File: src/hdl/ffba_pkg.sv
// ----------------------------------------------------------------------------
// ffba_pkg
// Shared types and constants of the first-fit block allocator: field widths,
// result codes, table entry layout and the controller-to-datapath interface.
// ----------------------------------------------------------------------------
package ffba_pkg;

    localparam int FUNC_W   = 1;
    localparam int REQ_W    = 21;
    localparam int REL_W    = 20;
    localparam int STATUS_W = 2;
    localparam int OFS_W    = 20;
    localparam int FREE_W   = 21;
    localparam int START_W  = 20;
    localparam int BYTES_W  = 21;
    localparam int NEED_W   = 22;

    typedef enum logic [STATUS_W-1:0] {
        RES_OK      = 2'd0,
        RES_FAIL    = 2'd1,
        RES_UNKNOWN = 2'd2
    } t_status;

    typedef enum logic [FUNC_W-1:0] {
        FN_ALLOC = 1'b0,
        FN_FREE  = 1'b1
    } t_func;

    typedef struct packed {
        logic [START_W-1:0] start;
        logic [BYTES_W-1:0] bytes;
        logic               is_free;
    } t_entry;

    typedef enum logic [3:0] {
        OP_NONE,
        OP_INIT,
        OP_LOAD,
        OP_MOD,
        OP_NEED,
        OP_SCAN,
        OP_AHIT,
        OP_UP,
        OP_SPLIT,
        OP_FHIT,
        OP_FNEXT,
        OP_FWR,
        OP_DOWN,
        OP_RESULT
    } t_op;

    typedef struct packed {
        logic trivial;
        logic in_free;
        logic func_free;
        logic mod_last;
        logic hit;
        logic scan_end;
        logic split;
        logic up_done;
        logic no_remove;
        logic down_done;
    } t_dp_status;

endpackage

File: src/hdl/ffba_ctrl.sv
// ----------------------------------------------------------------------------
// ffba_ctrl
// Controller state machine. Sequences the datapath through the size rounding,
// table scan, split and merge steps, and owns both handshakes.
// ----------------------------------------------------------------------------
module ffba_ctrl
    import ffba_pkg::*;
(
    input  logic       i_clk,
    input  logic       i_rst_n,
    input  logic       i_valid,
    output logic       o_stall,
    output logic       o_valid,
    input  logic       i_stall,
    input  t_dp_status i_st,
    output t_op        o_op
);

    typedef enum logic [3:0] {
        S_INIT,
        S_IDLE,
        S_MOD,
        S_NEED,
        S_SCAN,
        S_AHIT,
        S_UP,
        S_SPLIT,
        S_FHIT,
        S_FNEXT,
        S_FWR,
        S_DOWN,
        S_FIN
    } t_state;

    t_state r_state;
    t_state n_state;
    logic   r_stall;
    logic   r_ovalid;
    logic   n_ovalid;
    logic   out_free;
    logic   accept;

    assign out_free = !r_ovalid || !i_stall;
    assign accept   = (r_state == S_IDLE) && i_valid;

    always_comb begin
        n_state = r_state;
        o_op    = OP_NONE;
        unique case (r_state)
            S_INIT: begin
                o_op    = OP_INIT;
                n_state = S_IDLE;
            end
            S_IDLE: begin
                if (accept) begin
                    o_op = OP_LOAD;
                    if (i_st.trivial) begin
                        n_state = S_FIN;
                    end else if (i_st.in_free) begin
                        n_state = S_SCAN;
                    end else begin
                        n_state = S_MOD;
                    end
                end
            end
            S_MOD: begin
                o_op = OP_MOD;
                if (i_st.mod_last) begin
                    n_state = S_NEED;
                end
            end
            S_NEED: begin
                o_op    = OP_NEED;
                n_state = S_SCAN;
            end
            S_SCAN: begin
                o_op = OP_SCAN;
                priority if (i_st.hit) begin
                    n_state = i_st.func_free ? S_FHIT : S_AHIT;
                end else if (i_st.scan_end) begin
                    n_state = S_FIN;
                end else begin
                    n_state = S_SCAN;
                end
            end
            S_AHIT: begin
                o_op    = OP_AHIT;
                n_state = i_st.split ? S_UP : S_FIN;
            end
            S_UP: begin
                o_op = OP_UP;
                if (i_st.up_done) begin
                    n_state = S_SPLIT;
                end
            end
            S_SPLIT: begin
                o_op    = OP_SPLIT;
                n_state = S_FIN;
            end
            S_FHIT: begin
                o_op    = OP_FHIT;
                n_state = S_FNEXT;
            end
            S_FNEXT: begin
                o_op    = OP_FNEXT;
                n_state = S_FWR;
            end
            S_FWR: begin
                o_op    = OP_FWR;
                n_state = i_st.no_remove ? S_FIN : S_DOWN;
            end
            S_DOWN: begin
                o_op = OP_DOWN;
                if (i_st.down_done) begin
                    n_state = S_FIN;
                end
            end
            S_FIN: begin
                if (out_free) begin
                    o_op    = OP_RESULT;
                    n_state = S_IDLE;
                end
            end
            default: n_state = S_INIT;
        endcase
    end

    always_comb begin
        n_ovalid = r_ovalid;
        priority if ((r_state == S_FIN) && out_free) begin
            n_ovalid = 1'b1;
        end else if (r_ovalid && !i_stall) begin
            n_ovalid = 1'b0;
        end else begin
            n_ovalid = r_ovalid;
        end
    end

    always_ff @(posedge i_clk) begin
        if (!i_rst_n) begin
            r_state  <= S_INIT;
            r_stall  <= 1'b1;
            r_ovalid <= 1'b0;
        end else begin
            r_state  <= n_state;
            r_stall  <= (n_state != S_IDLE);
            r_ovalid <= n_ovalid;
        end
    end

    assign o_stall = r_stall;
    assign o_valid = r_ovalid;

endmodule

File: src/hdl/ffba_datapath.sv
// ----------------------------------------------------------------------------
// ffba_datapath
// Block table memory, counters, size rounding unit and result registers.
// Executes one controller operation per cycle.
// ----------------------------------------------------------------------------
module ffba_datapath
    import ffba_pkg::*;
#(
    parameter int HEAP_BYTES   = 1048576,
    parameter int MAX_BLOCKS   = 64,
    parameter int HEADER_BYTES = 24,
    parameter int ALIGN_BYTES  = 16
) (
    input  logic                i_clk,
    input  logic                i_rst_n,
    input  t_op                 i_op,
    input  logic [FUNC_W-1:0]   i_func,
    input  logic [REQ_W-1:0]    i_request_bytes,
    input  logic [REL_W-1:0]    i_release_offset,
    output t_dp_status          o_st,
    output logic [STATUS_W-1:0] o_status,
    output logic [OFS_W-1:0]    o_data_offset,
    output logic [FREE_W-1:0]   o_free_bytes
);

    localparam int CW = $clog2(MAX_BLOCKS + 1);
    localparam int IW = $clog2(MAX_BLOCKS);
    localparam int ALN_LOG = $clog2(ALIGN_BYTES);
    localparam int QSH = NEED_W + ALN_LOG;
    localparam int MW = NEED_W + 1;
    localparam int PW = NEED_W + MW;
    localparam longint RECIP_L = ((longint'(1) << QSH) + longint'(ALIGN_BYTES) - 1)
                                 / longint'(ALIGN_BYTES);
    localparam logic [MW-1:0] RECIP = MW'(RECIP_L);
    localparam logic [BYTES_W-1:0] HDR_B = BYTES_W'(HEADER_BYTES);
    localparam logic [START_W-1:0] HDR_S = START_W'(HEADER_BYTES);
    localparam logic [BYTES_W-1:0] INIT_BYTES = BYTES_W'(HEAP_BYTES - HEADER_BYTES);
    localparam logic [CW-1:0] MAX_C = CW'(MAX_BLOCKS);

    t_entry r_mem [MAX_BLOCKS];
    t_entry r_rdata;
    logic              mem_we;
    logic [IW-1:0]     mem_waddr;
    logic [IW-1:0]     mem_raddr;
    t_entry            mem_wdata;

    logic [CW-1:0]      r_count;
    logic [BYTES_W-1:0] r_free_total;
    t_func              r_func;
    logic [REQ_W-1:0]   r_req;
    logic [REL_W-1:0]   r_rel;
    logic [NEED_W-1:0]  r_quot;
    logic [NEED_W-1:0]  r_need;
    logic [CW-1:0]      r_idx;
    logic [CW-1:0]      r_widx;
    logic               r_pend;
    t_entry             r_cur;
    t_entry             r_prev;
    logic               r_prev_ok;
    logic [CW-1:0]      r_k;
    logic [CW-1:0]      r_base;
    logic [START_W-1:0] r_bstart;
    logic [BYTES_W-1:0] r_acc;
    logic               r_pf;
    logic               r_hasnext;
    logic [1:0]         r_rm;
    t_status            r_status;
    logic [OFS_W-1:0]   r_offset;
    logic [STATUS_W-1:0] r_o_status;
    logic [OFS_W-1:0]    r_o_offset;
    logic [FREE_W-1:0]   r_o_free;

    logic               cand_alloc;
    logic               cand_free;
    logic               hit;
    logic [BYTES_W-1:0] rest;
    logic               split;
    logic [NEED_W-1:0]  rnd;
    logic [PW-1:0]      prod;
    logic               pf;
    logic               nf;

    function automatic logic [BYTES_W-1:0] less_hdr(input logic [BYTES_W-1:0] value);
        return value - HDR_B;
    endfunction

    assign cand_alloc = r_rdata.is_free && ({1'b0, r_rdata.bytes} >= r_need);
    assign cand_free  = !r_rdata.is_free
                        && (({1'b0, r_rdata.start} + {1'b0, HDR_S}) == {1'b0, r_rel});
    assign hit   = r_pend && ((r_func == FN_FREE) ? cand_free : cand_alloc);
    assign rest  = r_cur.bytes - r_need[BYTES_W-1:0];
    assign split = (rest > HDR_B) && (r_count < MAX_C);
    assign rnd   = {1'b0, r_req} + NEED_W'(ALIGN_BYTES - 1);
    assign prod  = PW'(rnd) * PW'(RECIP);
    assign pf    = r_prev_ok && r_prev.is_free;
    assign nf    = r_hasnext && r_rdata.is_free;

    always_comb begin
        o_st.trivial   = (i_func == FN_FREE) ? (i_release_offset == '0)
                                             : (i_request_bytes == '0);
        o_st.in_free   = (i_func == FN_FREE);
        o_st.func_free = (r_func == FN_FREE);
        o_st.mod_last  = 1'b1;
        o_st.hit       = hit;
        o_st.scan_end  = !r_pend && (r_idx >= r_count);
        o_st.split     = split;
        o_st.up_done   = !r_pend && (r_idx <= r_k + CW'(1));
        o_st.no_remove = (r_rm == 2'd0);
        o_st.down_done = !r_pend && (r_idx >= r_count);
    end

    always_comb begin
        mem_we    = 1'b0;
        mem_waddr = r_widx[IW-1:0];
        mem_wdata = r_rdata;
        mem_raddr = r_idx[IW-1:0];
        unique case (i_op)
            OP_INIT: begin
                mem_we    = 1'b1;
                mem_waddr = '0;
                mem_wdata = '{start: '0, bytes: INIT_BYTES, is_free: 1'b1};
            end
            OP_AHIT: begin
                mem_we    = 1'b1;
                mem_waddr = r_k[IW-1:0];
                mem_wdata = '{start: r_cur.start,
                              bytes: split ? r_need[BYTES_W-1:0] : r_cur.bytes,
                              is_free: 1'b0};
            end
            OP_UP: begin
                mem_raddr = IW'(r_idx - CW'(1));
                mem_we    = r_pend;
            end
            OP_SPLIT: begin
                mem_we    = 1'b1;
                mem_waddr = IW'(r_k + CW'(1));
                mem_wdata = '{start: r_cur.start + HDR_S + r_need[START_W-1:0],
                              bytes: less_hdr(rest),
                              is_free: 1'b1};
            end
            OP_FHIT: begin
                mem_raddr = IW'(r_k + CW'(1));
            end
            OP_FWR: begin
                mem_we    = 1'b1;
                mem_waddr = r_base[IW-1:0];
                mem_wdata = '{start: r_bstart, bytes: r_acc, is_free: 1'b1};
            end
            OP_DOWN: begin
                mem_raddr = IW'(r_idx + CW'(r_rm));
                mem_we    = r_pend;
            end
            default: begin
                mem_we = 1'b0;
            end
        endcase
    end

    always_ff @(posedge i_clk) begin
        if (mem_we) begin
            r_mem[mem_waddr] <= mem_wdata;
        end
        r_rdata <= r_mem[mem_raddr];
    end

    always_ff @(posedge i_clk) begin
        if (!i_rst_n) begin
            r_pend <= 1'b0;
        end else begin
            unique case (i_op)
                OP_INIT: begin
                    r_count      <= CW'(1);
                    r_free_total <= INIT_BYTES;
                end
                OP_LOAD: begin
                    r_func    <= t_func'(i_func);
                    r_req     <= i_request_bytes;
                    r_rel     <= i_release_offset;
                    r_idx     <= '0;
                    r_pend    <= 1'b0;
                    r_prev_ok <= 1'b0;
                    r_offset  <= '0;
                    if (i_func == FN_FREE) begin
                        r_status <= (i_release_offset == '0) ? RES_OK : RES_UNKNOWN;
                    end else begin
                        r_status <= RES_FAIL;
                    end
                end
                OP_MOD: begin
                    r_quot <= NEED_W'(prod >> QSH);
                end
                OP_NEED: begin
                    r_need <= r_quot * NEED_W'(ALIGN_BYTES);
                end
                OP_SCAN: begin
                    if (hit) begin
                        r_cur  <= r_rdata;
                        r_k    <= r_widx;
                        r_pend <= 1'b0;
                    end else begin
                        if (r_pend) begin
                            r_prev    <= r_rdata;
                            r_prev_ok <= 1'b1;
                        end
                        r_pend <= (r_idx < r_count);
                        if (r_idx < r_count) begin
                            r_widx <= r_idx;
                            r_idx  <= r_idx + CW'(1);
                        end
                    end
                end
                OP_AHIT: begin
                    r_status <= RES_OK;
                    r_offset <= r_cur.start + HDR_S;
                    if (split) begin
                        r_count      <= r_count + CW'(1);
                        r_free_total <= r_free_total - (r_need[BYTES_W-1:0] + HDR_B);
                        r_idx        <= r_count;
                        r_pend       <= 1'b0;
                    end else begin
                        r_free_total <= r_free_total - r_cur.bytes;
                    end
                end
                OP_UP: begin
                    r_pend <= (r_idx > r_k + CW'(1));
                    if (r_idx > r_k + CW'(1)) begin
                        r_widx <= r_idx;
                        r_idx  <= r_idx - CW'(1);
                    end
                end
                OP_FHIT: begin
                    r_status     <= RES_OK;
                    r_pf         <= pf;
                    r_hasnext    <= (r_k + CW'(1) < r_count);
                    r_acc        <= r_cur.bytes + (pf ? (r_prev.bytes + HDR_B) : '0);
                    r_base       <= pf ? (r_k - CW'(1)) : r_k;
                    r_bstart     <= pf ? r_prev.start : r_cur.start;
                    r_free_total <= r_free_total + r_cur.bytes + (pf ? HDR_B : '0);
                end
                OP_FNEXT: begin
                    r_acc        <= r_acc + (nf ? (HDR_B + r_rdata.bytes) : '0);
                    r_free_total <= r_free_total + (nf ? HDR_B : '0);
                    r_rm         <= {1'b0, r_pf} + {1'b0, nf};
                end
                OP_FWR: begin
                    r_count <= r_count - CW'(r_rm);
                    r_idx   <= r_base + CW'(1);
                    r_pend  <= 1'b0;
                end
                OP_DOWN: begin
                    r_pend <= (r_idx < r_count);
                    if (r_idx < r_count) begin
                        r_widx <= r_idx;
                        r_idx  <= r_idx + CW'(1);
                    end
                end
                OP_RESULT: begin
                    r_o_status <= r_status;
                    r_o_offset <= r_offset;
                    r_o_free   <= r_free_total;
                end
                default: begin
                    r_pend <= r_pend;
                end
            endcase
        end
    end

    assign o_status      = r_o_status;
    assign o_data_offset = r_o_offset;
    assign o_free_bytes  = r_o_free;

endmodule

File: src/hdl/first_fit_block_allocator_top.sv
// ----------------------------------------------------------------------------
// first_fit_block_allocator_top
// First-fit heap allocator with coalescing of free neighbors.
//
// The input channel carries allocate and free requests; the output channel
// returns one result per request with status, granted data offset and the
// total free bytes. A transfer takes place when valid is high and stall is
// low on that channel.
// An allocate rounds its size up with a reciprocal multiply and a scaling by
// the alignment, then scans the block table memory at one entry per cycle.
// A split shifts the upper part of the table up one entry per cycle; a merge
// shifts it down the same way. A null request goes straight to the result
// state, which loads the output register once it is free. o_stall drops in
// the same cycle that the result appears, so the next request can be taken
// then; one request is in work at a time. The table memory's single read and
// write port sets the scan and shift rates. After reset the block writes the
// initial table entry in its INIT state with o_stall high. A finished result
// sits in the output register; while the receiver stalls it holds, and the
// next request is still taken and worked on, waiting only at its own result.
// ----------------------------------------------------------------------------
module first_fit_block_allocator_top
    import ffba_pkg::*;
#(
    parameter int HEAP_BYTES   = 1048576,
    parameter int MAX_BLOCKS   = 64,
    parameter int HEADER_BYTES = 24,
    parameter int ALIGN_BYTES  = 16
) (
    input  logic                i_clk,
    input  logic                i_rst_n,
    input  logic                i_valid,
    output logic                o_stall,
    input  logic [FUNC_W-1:0]   i_func,
    input  logic [REQ_W-1:0]    i_request_bytes,
    input  logic [REL_W-1:0]    i_release_offset,
    output logic                o_valid,
    input  logic                i_stall,
    output logic [STATUS_W-1:0] o_status,
    output logic [OFS_W-1:0]    o_data_offset,
    output logic [FREE_W-1:0]   o_free_bytes
);

    t_op        op;
    t_dp_status st;

    ffba_ctrl u_ctrl (
        .i_clk   (i_clk),
        .i_rst_n (i_rst_n),
        .i_valid (i_valid),
        .o_stall (o_stall),
        .o_valid (o_valid),
        .i_stall (i_stall),
        .i_st    (st),
        .o_op    (op)
    );

    ffba_datapath #(
        .HEAP_BYTES   (HEAP_BYTES),
        .MAX_BLOCKS   (MAX_BLOCKS),
        .HEADER_BYTES (HEADER_BYTES),
        .ALIGN_BYTES  (ALIGN_BYTES)
    ) u_datapath (
        .i_clk            (i_clk),
        .i_rst_n          (i_rst_n),
        .i_op             (op),
        .i_func           (i_func),
        .i_request_bytes  (i_request_bytes),
        .i_release_offset (i_release_offset),
        .o_st             (st),
        .o_status         (o_status),
        .o_data_offset    (o_data_offset),
        .o_free_bytes     (o_free_bytes)
    );

endmodule

File: config.mk
export PLATFORM = sky130hd
export DESIGN_NAME = first_fit_block_allocator_top
export DESIGN_NICKNAME = d
export VERILOG_FILES = /design/src/hdl/ffba_pkg.sv /design/src/hdl/ffba_ctrl.sv /design/src/hdl/ffba_datapath.sv /design/src/hdl/first_fit_block_allocator_top.sv
export SDC_FILE = /design/constraint.sdc
export NUM_CORES = 2
export LEC_CHECK = 0
export BUFFER_PORTS_ARGS = -buffer_cell sky130_fd_sc_hd__buf_2
export CORE_MARGIN = 2
export CORE_UTILIZATION = 39
export DETAILED_ROUTE_END_ITERATION = 6
export PLACE_DENSITY = 0.56
export REMOVE_ABC_BUFFERS = 1
export SLEW_MARGIN = 15
export SYNTH_ARGS = -nofsm -noshare
export SYNTH_HDL_FRONTEND = slang
export SYNTH_SLANG_ARGS = --single-unit
File: constraint.sdc
create_clock -name i_clk -period 6.8 [get_ports i_clk]
set_clock_uncertainty 0.15 [all_clocks]
set_input_delay 1.02 -clock i_clk [delete_from_list [all_inputs] [get_ports i_clk]]
set_output_delay 1.02 -clock i_clk [all_outputs]
set_load 0.03 [all_outputs]
==> impl_results.md <==
* Outcome: finished clean
* Initial antenna violation count at 15
* Placement Rows at ~210
* HPWL Detailed at 234000 µm
* R2R setup slack at 0.93 ns
* Core area at between 300000 and 400000 µm²
* Die X at roughly 580 µm
* Post-Syn Instances at around 10000
* Max Clock Freq at ~0.17 GHz
* Clock Pin Slew Worst Setup and Hold Paths at roughly 0.060 ns
* GRT Util Overall at 22.7%
* Cell variety after synth at 92
* Final-layout fill cell count at ~30000
* Post-route cell area at around 150000 µm²
* Via count at about 90000
* Tmin final at about 5.9 ns
* Crit end category: flop
* Worst-margin pin slew at 1.30 ns
* Vias per inst at around 5.7
* CTS H-tree lvls at 5
* Ys async rst share at 0%
* Family with the most delay on the worst path: simple AND/OR/NAND/NOR gates
* Synth Register Bits at 3065
* Vias in the first global route at about 84000
* Port bufs at 90
* Synth Warn # at 0
* Final period utilization at around 86%
* Post-synthesis sequential area ratio at between 60 and 70%
* Die height at 584 µm
* Fin. max-slew vios at 0
* Worst Hold Path Cells at 1
* Static leakage at roughly 52 nW
* Mapped Avg Cell Area at approximately 13 µm²
* Non-Filler Instances at roughly 15000
* Hold buffers post-CTS at 0
* # DRC at 0
* Crit path kind: flop to flop
* Post-synth EDFFs at between 3000 and 4000
* DRT Pass-1 Iters at 7
* First-pass GRT wire length at ~580000 µm
* Final GP Congestion at 0.886
* Largest net degree at the start of global routing at approximately 140
* WL/cell at 26.1 µm
* CP Depth at 12
* Root Buffer: clkbuf_16
* I/O Pins at a little over 90
* Unrepaired setup endpoints after global routing: false
* Slew Limit Headroom at between 10% and 20%
* # Post-CTS Setup Buffers at 0
* CTS tree: yes
* Worst hold path class: primary input to flop
* Required time worst endpoint at roughly 7.2 ns
* Dpl cells at between 10000 and 15000
* Critical path arrival at 6.31 ns
* Startpoint Class: flop
* Die area at approximately 340000 µm²
* Placed cell area at around 140000 µm²
* Hold Crit Start: i_release_offset[2]
* Initial Util at 39.1%
* Crit path buffers/inverters at 4
* # nets final at 10833
* First-iteration detailed-routing DRC count at between 9000 and 10000
* CP max FO at 33
* GR Overflow Total at 0
* Crit path launch: u_ctrl.r_state[2]
* Multi-input gate area at about 37000 µm²
* Clock latency on the worst-skew pair at between 0.9 and 1 ns
* Post_cts resized at 0
* FF-to-FF path depth at 12
* Final setup violation count at 0
* Syn-to-layout area delta at 14.0%
* Share of post-route cells with drive strength above 1 at roughly 9.7%
* Final hold vios at 0
* Final hold slack at between 0.15 and 0.2 ns
* R2R Path Start: u_ctrl.r_state[2]
* Netlist Area Pre-Place at roughly 130000 µm²
* Max Cap Viol at 0
* Setup tns final at 0 ns
* PwrDens at 372 nW/µm²
* Worst path slowest cell: dfxtp_1
* Sequential cell area at roughly 92000 µm²
* Number of clock sinks at between 3000 and 4000
* Max IR drop VDD at approximately 0.34 mV
* Crit-path cells: inv_1, nor2_1, nand2_1, nand2b_2, buf_4, nor2_1, a21oi_1, buf_4, nand2_1, nand2b_1, nor2_4, buf_12
* Clock Tree Buf Depth at 4
* Post-synth top flop: edfxtp_1
* CP max stage delay at a little under 0.8 ns
* Num CTS Buffers at ~320
* Routed Antenna Nets at 0
* Routed wire length at slightly below 400000 µm
## cells in the mapped netlist, types with 22 or more instances
cell      instances  area share (%)
a21o_1           44            0.25
nor2_1          264            0.76
o21a_1           33            0.19
edfxtp_1       3016              69
ha_1            219             2.1
a221oi_1         22            0.15
o21ai_0         138            0.53
xor2_1          100            0.67
buf_2           172            0.66
a21oi_1         298             1.1
a311oi_1        509             3.4
a31oi_1         182            0.87
a211oi_1        145            0.83
xnor2_1         151             1.0
nand3_1         748             2.9
nor4_1           22            0.10
nand2b_1         31            0.15
nand2_1        2843             8.1
nor2b_1          40            0.19
a222oi_1         25            0.19
and3_1          378             1.8
buf_1            47            0.13
dfxtp_1          49            0.75
nor3_1           52            0.20
clkbuf_1        434             1.2
inv_1           180            0.51
mux2i_1          33            0.25
o221ai_1         23            0.15
## where the power goes
part           switching [W]  internal, W  leakage (nW)  total, W
combinational        0.00972      0.00336          19.0    0.0131
clock                0.00736      0.00998          5.00    0.0173
sequential          0.000829       0.0244          27.5    0.0253
total                 0.0179       0.0378          51.6    0.0557
## cell usage in the layout, fill, tap and decap left out, types with 68 or more instances in the layout
master,n
nor2_4,69
inv_1,174
ha_1,219
clkbuf_1,68
buf_4,219
and3_1,378
a311oi_1,509
nand2_1,2841
xnor2_1,151
buf_2,90
xor2_1,100
a21oi_1,286
clkbuf_16,330
nor2_1,194
buf_12,113
o21ai_0,128
nand3_1,748
a211oi_1,139
a31oi_1,182
edfxtp_1,3016
## registers in the layout (all words and copies together), names as in the netlist, 21 cells and up
| register | cells |
|---|---|
| u_datapath.o_free_bytes | 21 |
| u_datapath.r_mem | 2688 |
| u_datapath.r_cur | 41 |
| u_datapath.r_rdata | 42 |
| u_datapath.r_req | 21 |
| u_datapath.r_prev | 42 |
| u_datapath.r_free_total | 21 |
| u_datapath.r_acc | 21 |
## per-stage QoR
| step | setup slack [ns] | util, % | power (W) |
|---|---|---|---|
| 5_1_grt | 0.644 | 44.6 | 0.0578 |
| 4_1_cts | 1.11 | 44.5 | 0.0559 |
| 3_3_place_gp | 0.940 | 41.5 | 0.0383 |
| 6_report | 0.931 | 44.6 | 0.0557 |
| 2_1_floorplan | -40.19 | - | 0.0366 |
| 3_5_place_dp | 1.12 | 41.5 | 0.0387 |
## area by class of cell
cell class	instances	share of cell area, %
Sequential cell	3065	61.2
Multi-Input combinational cell	6564	24.9
Clock buffer	411	5.81
Tap cell	4407	3.69
Timing Repair Buffer	423	2.93
Clock inverter	163	1.03
Inverter	182	0.457
Antenna cell	6	0.0100
## cell families after synthesis
logic type | count (synthesis) | share of synthesized area [%]
AND/OR/NAND/NOR | 4492 | 14.8
flip-flops | 3065 | 69.8
AO/OA/AOI/OAI | 1538 | 8.50
buffers and inverters | 839 | 2.57
XOR/XNOR | 251 | 1.68
adder cells (fa/ha/maj) | 231 | 2.26
multiplexers | 52 | 0.415
## path summary, 6_finish.rpt
path / to
worst max register to register: u_datapath.r_mem[23][4]
worst min register to register: u_datapath.o_data_offset[1]
worst max-delay path: u_datapath.r_mem[23][4]
worst min-delay path: u_datapath.r_rel[2]
## per-layer routing
metal	vias to the layer above	track usage (%)	part of all wire, %	wire length (µm)
li1	39104	-	-	-
met1	44193	31.4	43	170000
met2	3491	35.9	46	182000
met3	665	4.00	7.9	31300
met4	4	7.59	3.4	13700
met5	-	0.294	0.038	149
## worst reg2reg max path, delay by kind of cell, from the launching register on
kind                   cells  cell delay (ns)
DFF                        1             0.77
and+or+nand+nor            7             2.87
buffers and inverters      4             1.08
AOI/OAI and AO/OA          1             0.63
Power figures use the tool's default switching activity.
